## config.mk

```make
export PLATFORM = sky130hd
export DESIGN_NAME = mtfal_ctrl
export DESIGN_NICKNAME = d
export VERILOG_FILES = /design/src/hw/rtl/mtfal_pkg.sv /design/src/hw/rtl/mtfal_ctrl.sv
export SDC_FILE = /design/constraint.sdc
export NUM_CORES = 1
export LEC_CHECK = 0
export ABC_AREA = 1
export BUFFER_PORTS_ARGS = -buffer_cell sky130_fd_sc_hd__buf_2
export CAP_MARGIN = 30
export CELL_PAD_IN_SITES_DETAIL_PLACEMENT = 0
export CELL_PAD_IN_SITES_GLOBAL_PLACEMENT = 2
export CORE_MARGIN = 2
export CORE_UTILIZATION = 27
export DETAILED_ROUTE_END_ITERATION = 16
export HOLD_SLACK_MARGIN = 0.12
export PLACE_DENSITY_LB_ADDON = 0.1
export RECOVER_POWER = 100
export SYNTH_ARGS = -nofsm -noshare
export SYNTH_HDL_FRONTEND = slang
export SYNTH_SLANG_ARGS = --single-unit
```

## constraint.sdc

```tcl
create_clock -name clock -period 3.7 [get_ports clock]
set_input_delay 0.74 -clock clock [delete_from_list [all_inputs] [get_ports clock]]
set_output_delay 0.74 -clock clock [all_outputs]
set_load 0.01 [all_outputs]
```

## src/hw/rtl/mtfal_pkg.sv

```systemverilog
package mtfal_pkg;

   // default sizing of the tree
   localparam int LEAVES_DEFAULT     = 1024;
   localparam int DATA_WIDTH_DEFAULT = 32;

   // fixed port widths
   localparam int COUNT_WIDTH = 11;
   localparam int INDEX_WIDTH = 10;
   localparam int VALUE_WIDTH = 32;

   localparam logic [COUNT_WIDTH-1:0] COUNT_RESET = 11'd1024;

   // transaction kinds
   localparam logic KIND_SET  = 1'b0;
   localparam logic KIND_FIND = 1'b1;

   typedef enum logic [2:0] {
      ST_CLEAR,
      ST_IDLE,
      ST_SET_WR,
      ST_SET_RD,
      ST_FIND
   } state_type;

   // one result transaction
   typedef struct packed {
      logic                   valid;
      logic                   found;
      logic [INDEX_WIDTH-1:0] index;
   } rsp_type;

endpackage

```

## src/hw/rtl/mtfal_ctrl.sv

```systemverilog
module mtfal_ctrl import mtfal_pkg::*; #(
   parameter int LEAVES     = LEAVES_DEFAULT,
   parameter int DATA_WIDTH = DATA_WIDTH_DEFAULT,
   parameter int ADDR_WIDTH = $clog2(LEAVES_DEFAULT) + 1
) (
   input  logic                          clock,
   input  logic                          reset,
   input  logic                          start,
   output logic                          busy,
   input  logic                          req_kind,
   input  logic [INDEX_WIDTH-1:0]        req_position,
   input  logic signed [VALUE_WIDTH-1:0] req_new_value,
   input  logic signed [VALUE_WIDTH-1:0] req_threshold,
   input  logic [INDEX_WIDTH-1:0]        req_start_index,
   input  logic [COUNT_WIDTH-1:0]        count,
   output rsp_type                       rsp,
   output logic                          wr_en,
   output logic [ADDR_WIDTH-1:0]         wr_addr,
   output logic signed [DATA_WIDTH-1:0]  wr_data,
   output logic [ADDR_WIDTH-1:0]         rd_addr,
   input  logic signed [DATA_WIDTH-1:0]  rd_data
);

   localparam int LEVELS = ADDR_WIDTH - 1;
   localparam int AW     = ADDR_WIDTH;
   localparam int CW     = (DATA_WIDTH > VALUE_WIDTH) ? DATA_WIDTH : VALUE_WIDTH;
   localparam int CMPW   = (AW > COUNT_WIDTH) ? AW : COUNT_WIDTH;
   localparam logic [AW-1:0] LEAF_BASE = {1'b1, {LEVELS{1'b0}}};
   localparam logic [AW-1:0] ROOT      = AW'(1);
   localparam logic [AW-1:0] CLR_LAST  = '1;

   // drop the trailing zeros: from a failed node to the next subtree on its right
   function automatic logic [AW:0] strip_zeros(input logic [AW:0] m);
      logic [AW:0] r;
      logic [AW:0] ones;
      r    = m;
      ones = '1;
      for (int i = 1; i <= AW; i++) begin
         if ((m & ~(ones << i)) == '0) begin
            r = m >> i;
         end
      end
      return r;
   endfunction

   state_type               state_ff, state_in;
   logic [AW-1:0]           cur_ff, cur_in;
   logic signed [DATA_WIDTH-1:0] val_ff, val_in;
   logic signed [CW-1:0]    thr_ff, thr_in;
   logic                    down_ff, down_in;
   rsp_type                 rsp_ff, rsp_in;

   logic                    accept;
   logic                    is_set;
   logic                    pos_ok;
   logic                    start_ok;
   logic [AW-1:0]           set_leaf;
   logic [AW-1:0]           start_leaf;
   logic signed [CW-1:0]    nv_ext;
   logic signed [CW-1:0]    node_val;
   logic                    hit;
   logic                    do_desc;
   logic [AW-1:0]           desc_node;
   logic                    leaf_hit;
   logic [AW-1:0]           child;
   logic [AW:0]             climb;
   logic                    exhausted;
   logic [LEVELS-1:0]       found_idx;
   logic                    found_ok;
   logic                    find_done;

   // request decode
   always_comb begin
      accept     = start && (state_ff == ST_IDLE);
      is_set     = (req_kind == KIND_SET);
      pos_ok     = (CMPW'(req_position) < CMPW'(count)) &&
                   (CMPW'(req_position) < CMPW'(LEAVES));
      start_ok   = CMPW'(req_start_index) < CMPW'(LEAVES);
      set_leaf   = LEAF_BASE | AW'(req_position);
      start_leaf = LEAF_BASE | AW'(req_start_index);
      nv_ext     = CW'(req_new_value);
   end

   // one search step per cycle on the node read last cycle
   always_comb begin
      node_val  = CW'(rd_data);
      hit       = node_val >= thr_ff;
      do_desc   = hit || down_ff;
      desc_node = hit ? cur_ff : (cur_ff | AW'(1));
      leaf_hit  = desc_node[AW-1];
      child     = {desc_node[AW-2:0], 1'b0};
      climb     = strip_zeros({1'b0, cur_ff} + (AW+1)'(1));
      exhausted = (climb == (AW+1)'(1));
      found_idx = desc_node[LEVELS-1:0];
      found_ok  = (CMPW'(found_idx) < CMPW'(count)) &&
                  (CMPW'(found_idx) < CMPW'(LEAVES));
      find_done = do_desc ? leaf_hit : exhausted;
   end

   // next state
   always_comb begin
      state_in = state_ff;
      case (state_ff)
         ST_CLEAR: begin
            if (cur_ff == CLR_LAST) state_in = ST_IDLE;
         end
         ST_IDLE: begin
            if (accept) begin
               if (is_set && pos_ok) begin
                  state_in = ST_SET_WR;
               end else if (!is_set && start_ok) begin
                  state_in = ST_FIND;
               end
            end
         end
         ST_SET_WR: begin
            state_in = (cur_ff == ROOT) ? ST_IDLE : ST_SET_RD;
         end
         ST_SET_RD: state_in = ST_SET_WR;
         ST_FIND: begin
            if (find_done) state_in = ST_IDLE;
         end
         default: state_in = ST_IDLE;
      endcase
   end

   // datapath and memory controls
   always_comb begin
      cur_in  = cur_ff;
      val_in  = val_ff;
      thr_in  = thr_ff;
      down_in = down_ff;
      rsp_in  = '0;
      wr_en   = 1'b0;
      wr_addr = cur_ff;
      wr_data = val_ff;
      rd_addr = cur_ff;
      case (state_ff)
         // zero every node after reset
         ST_CLEAR: begin
            wr_en   = 1'b1;
            wr_data = '0;
            cur_in  = cur_ff + AW'(1);
         end
         ST_IDLE: begin
            if (accept) begin
               if (is_set) begin
                  cur_in       = set_leaf;
                  val_in       = nv_ext[DATA_WIDTH-1:0];
                  rsp_in.valid = !pos_ok;
               end else begin
                  cur_in       = start_leaf;
                  rd_addr      = start_leaf;
                  thr_in       = CW'(req_threshold);
                  down_in      = 1'b0;
                  rsp_in.valid = !start_ok;
               end
            end
         end
         // write the node, fetch its sibling
         ST_SET_WR: begin
            wr_en        = 1'b1;
            rd_addr      = cur_ff ^ AW'(1);
            rsp_in.valid = (cur_ff == ROOT);
         end
         // parent takes the larger of the pair
         ST_SET_RD: begin
            val_in = (rd_data > val_ff) ? rd_data : val_ff;
            cur_in = cur_ff >> 1;
         end
         ST_FIND: begin
            if (do_desc) begin
               if (leaf_hit) begin
                  rsp_in.valid = 1'b1;
                  rsp_in.found = found_ok;
                  rsp_in.index = found_ok ? INDEX_WIDTH'(found_idx) : '0;
               end else begin
                  cur_in  = child;
                  rd_addr = child;
                  down_in = 1'b1;
               end
            end else begin
               if (exhausted) begin
                  rsp_in.valid = 1'b1;
               end else begin
                  cur_in  = climb[AW-1:0];
                  rd_addr = climb[AW-1:0];
                  down_in = 1'b0;
               end
            end
         end
         default: begin
            rsp_in = '0;
         end
      endcase
   end

   always_ff @(posedge clock) begin
      if (reset) begin
         state_ff <= ST_CLEAR;
         cur_ff   <= '0;
         down_ff  <= 1'b0;
         rsp_ff   <= '0;
      end else begin
         state_ff <= state_in;
         cur_ff   <= cur_in;
         down_ff  <= down_in;
         rsp_ff   <= rsp_in;
      end
   end

   always_ff @(posedge clock) begin
      val_ff <= val_in;
      thr_ff <= thr_in;
   end

   assign busy = (state_ff != ST_IDLE);
   assign rsp  = rsp_ff;

endmodule

```

==> results_dict.tcl, run 1 <==
set metrics [dict create \
    status "finished, violations left" \
    violations "capacitance limit, slew limit, setup timing" \
    syn-cell-area_sq_um 7750 \
    nets 1631 \
    die_y_um 173 \
    diodes 0 \
    max_cap_viol_count 1 \
    yosysSeqAreaShare 0.318 \
    yosysWarnings 0 \
    synth.area.top_cells "edfxtp_1 25%, nand2_1 14%, ha_1 14%" \
    core_area_sq_um 28500 \
    clk_pin_slew_ns 0.07 \
    power.density_nw_per_um2 245 \
    vias 8352 \
    htreeDepth 3 \
    dp.cells 1734 \
    met3WireLength_um 1100 \
    layout_commonest_cell "nand2_1" \
    vias_per_cell 4.63 \
    cp_max_fo 4 \
    p_leak_nw 5.53 \
    ys_ff_latch 91 \
    max_stage_delay_ns 0.29 \
    power.total_mw 2.76 \
    antenna_found_initial 0 \
    wirelength_um 30800 \
    synth_top_family_by_area "simple AND/OR/NAND/NOR gates" \
    crit_top_cell "buf_4" \
    synth_ff_type "edfxtp_1" \
    hold_viol 0 \
    insertion_delay_ns 0.36 \
    dr_wl_met2_um 15100 \
    synth_edf_count 64 \
    top_layer "met4" \
    cts_buffers 9 \
    crit_path_end_kind "flop" \
    tns_ns -0.592 \
    m1WireLength_um 14200 \
    yosys-mux-area-fraction 0 \
    ant_nets 0 \
    arrival_ns 4.07 \
    clk_path_buf_depth 2 \
    place_hpwl_um 23900 \
    syn_avg_cell_area_sq_um 7.18 \
    synth-compound-area-share 0.134 \
    synthesis.nets 1295 \
    skew_ns 0.0181 \
    max_freq_ghz 0.264 \
    grt_overflow_total 0 \
    area_delta_synth_final_pct 45.8 \
    postLayoutSetupSlackWorst_ns -0.0847 \
    synth_fa_ha_area_frac 0.137 \
    yosys.area_share.simple 0.299 \
    hold_buffers 0 \
    grt_pass1_vias 8449 \
    initial_core_util 0.272 \
    final_cell_mix "259 x nand2_1, 175 x buf_2, 153 x buf_4, 139 x inv_1, 95 x nor2_1" \
    synth.largest_area_cell "edfxtp_1" \
    die-area_sq_um 30100 \
    cp_slowest_cell "nor4_4" \
    wl_per_cell_um 17.1 \
    grt_max_degree 35 \
    drtIter0Drc 375 \
    vdd_ir_drop_max_uv 153 \
    post-route-min-period_ns 3.78 \
    cts-root-buf "clkbuf_16" \
    drv_slew 35 \
    worstMarginPinSlew_ns 1.74 \
    ios 199 \
    yosys.area_share.xor_xnor 0.00113 \
    stdcell_count 1804 \
    die_w_um 173 \
    grt_usage 0.203 \
    async_reset_ff_frac 0 \
    finalHoldWorstSlack_ns 0.486 \
    min_period_over_period 1.02 \
    hold_path.class "reg -> reg" \
    numPortBuffers 198 \
    setup_violations 11 \
    crit_required_ns 3.99 \
    rsz0062_at_grt "yes" \
    synth_top_area_frac 0.248 \
    drcViolationCount 0 \
    worst_setup_path_start_kind "input port" \
    netlist_instances 1079 \
    yosysUniqueCellTypes 52 \
    critPathKind "in -> reg" \
    slew_headroom -0.162 \
    cts_tree "built" \
    drtPass1Iterations 5 \
    rows 62 \
    grt_pass1_wl_um 47500 \
    clock-sinks 91 \
    place.gp.congestion 0.844 \
    drive_above_1_share 0.371 \
]
-- cells in the mapped netlist (7+ instances only) --
master / count
nor2_2: 7
nor3_1: 9
nand3_1: 54
a211oi_1: 16
ha_1: 85
o211ai_1: 8
dfxtp_1: 27
inv_1: 146
clkbuf_1: 20
o21ai_0: 36
a21oi_1: 76
buf_4: 16
o22ai_1: 9
nor2_4: 7
edfxtp_1: 64
nand4_1: 22
nor2_1: 103
nand2_2: 7
nand2_1: 297
-- cells by family (layout without fill, tap and decap cells) --
kind of cell | after synthesis | count (layout)
xor+xnor | 1 | 1
fa+ha+maj | 85 | 85
compound gates | 174 | 174
flops | 91 | 91
simple gates | 525 | 527
buf+inv | 203 | 542
-- report_power, final --
group | internal (mW) | switching (mW) | total (mW)
logic | 0.288 | 0.317 | 0.605
registers | 1.09 | 0.00462 | 1.09
clock network | 0.603 | 0.462 | 1.06
total | 1.98 | 0.783 | 2.76
-- worst paths after layout --
| kind | startpoint | endpoint | slack (ns) | depth (start not counted) |
|---|---|---|---|---|
| setup / recovery | rd_data[9] | wr_addr[2]$_SDFFE_PP0P_ | -0.08 | 30 |
| hold / removal | down_ff$_SDFFE_PP0P_ | down_ff$_SDFFE_PP0P_ | 0.49 | 2 |
| setup reg to reg | thr_ff[9]$_DFFE_PP_ | wr_addr[2]$_SDFFE_PP0P_ | -0.01 | 30 |
| hold reg to reg | down_ff$_SDFFE_PP0P_ | down_ff$_SDFFE_PP0P_ | 0.49 | 2 |
-- through the flow --
stage,cell area [sq um],setup slack [ns],utilization
after detailed placement,9920,-0.286,0.348
after floorplan,7750,0.332,-
final,11300,-0.0847,0.397
after CTS,10900,-0.0929,0.384
after global routing,11300,-0.260,0.397
after global placement,9900,-0.308,0.348
-- critical path, delay by kind of cell --
family	cells	cell delay, ns
and+or+nand+nor	11	0.92
buffers and inverters	16	1.92
AOI/OAI and AO/OA	2	0.24
adders and majority gates	1	0.26
-- metal layers --
metal	GRT usage	vias up
li1	-	4248
met1	0.262	3878
met2	0.363	197
met3	0.0228	29
met4	0.0448	0
met5	0	-
-- layout make-up --
cell class | count | area, sq um
Tap cell | 384 | 480
Clock buffer | 10 | 229
Inverter | 153 | 589
Multi-Input combinational cell | 787 | 5020
Clock inverter | 6 | 96.3
Timing Repair Buffer | 373 | 2400
Fill cell | 3087 | 17200
Sequential cell | 91 | 2480
-- what timing repair did --
item	CTS	global route
endpoints found under the setup margin	11	13
setup buffers	44	9
pin swaps	40	48
resized for setup	86	86
cloned	2	0
-- sequential cells by signal, indices dropped and copies added (netlist names) --
register / flops
rsp: 12
state_ff: 3
down_ff: 1
thr_ff: 32
val_ff: 32
wr_addr: 11
Power figures use the tool's default switching activity.
==> run 2, diff against run 1 <==
- CTS_BUF_LIST: default -> sky130_fd_sc_hd__clkbuf_2
==> run 2 against run 1 <==
  * The flow still finishes with violations (capacitance limit, slew limit, setup timing)
  * Flip-flop and latch count unchanged
  * Clock power shrank 37%
  * Sequential share of layout area rose by 0.62 points
  * Via count is 0.43% higher
  * Setup slack lost 0.29 ns
  * Register-to-register slack worse by 0.37 ns
  * Die area unchanged
  * Utilization shrank 1.0 points
  * Global-route usage down 0.077 points
  * Clock skew grew 0.054 ns
  * Total power decreased by 15%
==> results_dict.tcl, run 2 (synthesized netlist as in run 1, its figures left out) <==
set metrics [dict create \
    core_area_sq_um 28500 \
    critPathKind "reg -> reg" \
    dpl_cell_area_sq_um 9920 \
    crit_required_ns 4.28 \
    nFillCells 3129 \
    insertion_delay_ns 0.65 \
    vias_per_cell 4.63 \
    place.gp.congestion 0.844 \
    violations "capacitance limit, slew limit, setup timing" \
    drcViolationCount 0 \
    postLayoutSetupSlackWorst_ns -0.380 \
    met3WireLength_um 1120 \
    die_w_um 173 \
    ant_nets 0 \
    tns_ns -4.00 \
    clk_path_buf_depth 2 \
    vias 8388 \
    grt_overflow_total 0 \
    place_hpwl_um 23900 \
    finalHoldWorstSlack_ns 0.235 \
    worstHoldStart "req_threshold[4]" \
    rows 62 \
    wirelength_um 30800 \
    arrival_ns 4.66 \
    timing.rr.end "wr_addr[2]$_SDFFE_PP0P_" \
    layout_commonest_cell "nand2_1" \
    numPortBuffers 198 \
    ff2ff_setup_slack_ns -0.38 \
    slew_headroom -0.168 \
    wl_per_cell_um 17.0 \
    die_y_um 173 \
    htreeDepth 3 \
    drv_slew 35 \
    hold_viol 0 \
    post-route-min-period_ns 4.08 \
    p_leak_nw 5.32 \
    drtPass1Iterations 5 \
    max_stage_delay_ns 0.42 \
    cp_slowest_cell "edfxtp_1" \
    ios 199 \
    die-area_sq_um 30100 \
    dr_wl_met2_um 15100 \
    antenna_found_initial 1 \
    clk_pin_slew_ns 0.34 \
    drive_above_1_share 0.340 \
    final_area_sq_um 11000 \
    initial_core_util 0.272 \
    worst_setup_path_start_kind "flop" \
    power.total_mw 2.35 \
    skew_ns 0.0725 \
    cp_num_buf_inv 19 \
    cts_tree "built" \
    setup_violations 12 \
    cts-root-buf "clkbuf_2" \
    min_period_over_period 1.10 \
    max_freq_ghz 0.245 \
    holdPathStages 1 \
    vdd_ir_drop_max_uv 157 \
    rsz0062_at_grt "yes" \
    area_delta_synth_final_pct 42.1 \
    final_cell_mix "266 x nand2_1, 159 x buf_4, 147 x buf_2, 137 x inv_1, 95 x nor2_1" \
    grt_usage 0.202 \
    power.density_nw_per_um2 213 \
    hold_path.class "in -> reg" \
    grt_max_degree 35 \
    grt_pass1_vias 8444 \
    crit_start "thr_ff[9]$_DFFE_PP_" \
    drtIter0Drc 374 \
    path_delay_family "buffers and inverters" \
    hold_path_end "thr_ff[4]$_DFFE_PP_" \
    max_cap_viol_count 1 \
    grt_pass1_wl_um 47400 \
    ff2ff_path_depth 33 \
    status "finished, violations left" \
    crit_top_cell "buf_4" \
    clock-sinks 91 \
    nets 1637 \
    top_layer "met4" \
    crit_path_end_kind "flop" \
    worstReg2RegStart "thr_ff[9]$_DFFE_PP_" \
    worstMarginPinSlew_ns 1.75 \
    cts_buffers 9 \
    m1WireLength_um 14200 \
    cp_max_fo 4 \
]
## run 2: how the worst max path moves through the flow
stage	end	slack, ns	cells past startpoint
after floorplan	rd_addr[7]	0.33	13
after global placement	rd_addr[10]	-0.31	18
after detailed placement	rd_addr[2]	-0.29	19
after CTS	rd_addr[10]	-0.40	22
after global routing	rd_addr[6]	-0.62	22
final	wr_addr[2]$_SDFFE_PP0P_	-0.38	33
## run 2: per-stage QoR
| stage | std cells | util | worst slack, ns |
|---|---|---|---|
| detailed placement | 1734 | 0.348 | -0.286 |
| finish | 1811 | 0.387 | -0.380 |
| global placement | 1733 | 0.348 | -0.308 |
| floorplan | 1079 | - | 0.332 |
| global route | 1811 | 0.387 | -0.618 |
| CTS | 1802 | 0.382 | -0.398 |
## run 2: power by group
part,internal [mW],total (mW),switching [mW]
clock network,0.235,0.663,0.427
registers,1.09,1.09,0.00460
logic,0.282,0.591,0.309
## run 2: area by class of cell
cell class	count	area (sq um)	area share
multi-input combinational	786	4920	0.447
sequential	91	2480	0.226
timing repair buffer	380	2390	0.217
inverter	153	587	0.0533
tap	384	480	0.0437
clock inverter	6	96.3	0.00875
clock buffer	10	50.0	0.00455
antenna	1	2.50	0.000227
## run 2: worst reg2reg max path, delay by kind of cell (launching register included)
kind,cells,cell delay (ns)
flops,1,0.42
simple gates,11,0.91
compound gates,2,0.22
fa+ha+maj,1,0.26
buf+inv,19,2.24
## run 2: timing repair
action                     in CTS  in global routing
resized for setup             108                 47
hold buffers                    0                  0
setup endpoints to repair      11                 13
pin swaps                      53                 33
setup buffers                  51                 14
cloned                          1                  0
## run 2: metal layers
layer  vias to the layer above  GRT usage
li1                       4270          -
met3                        21     0.0228
met1                      3902      0.262
met5                         -          0
met4                         0     0.0441
met2                       195      0.360
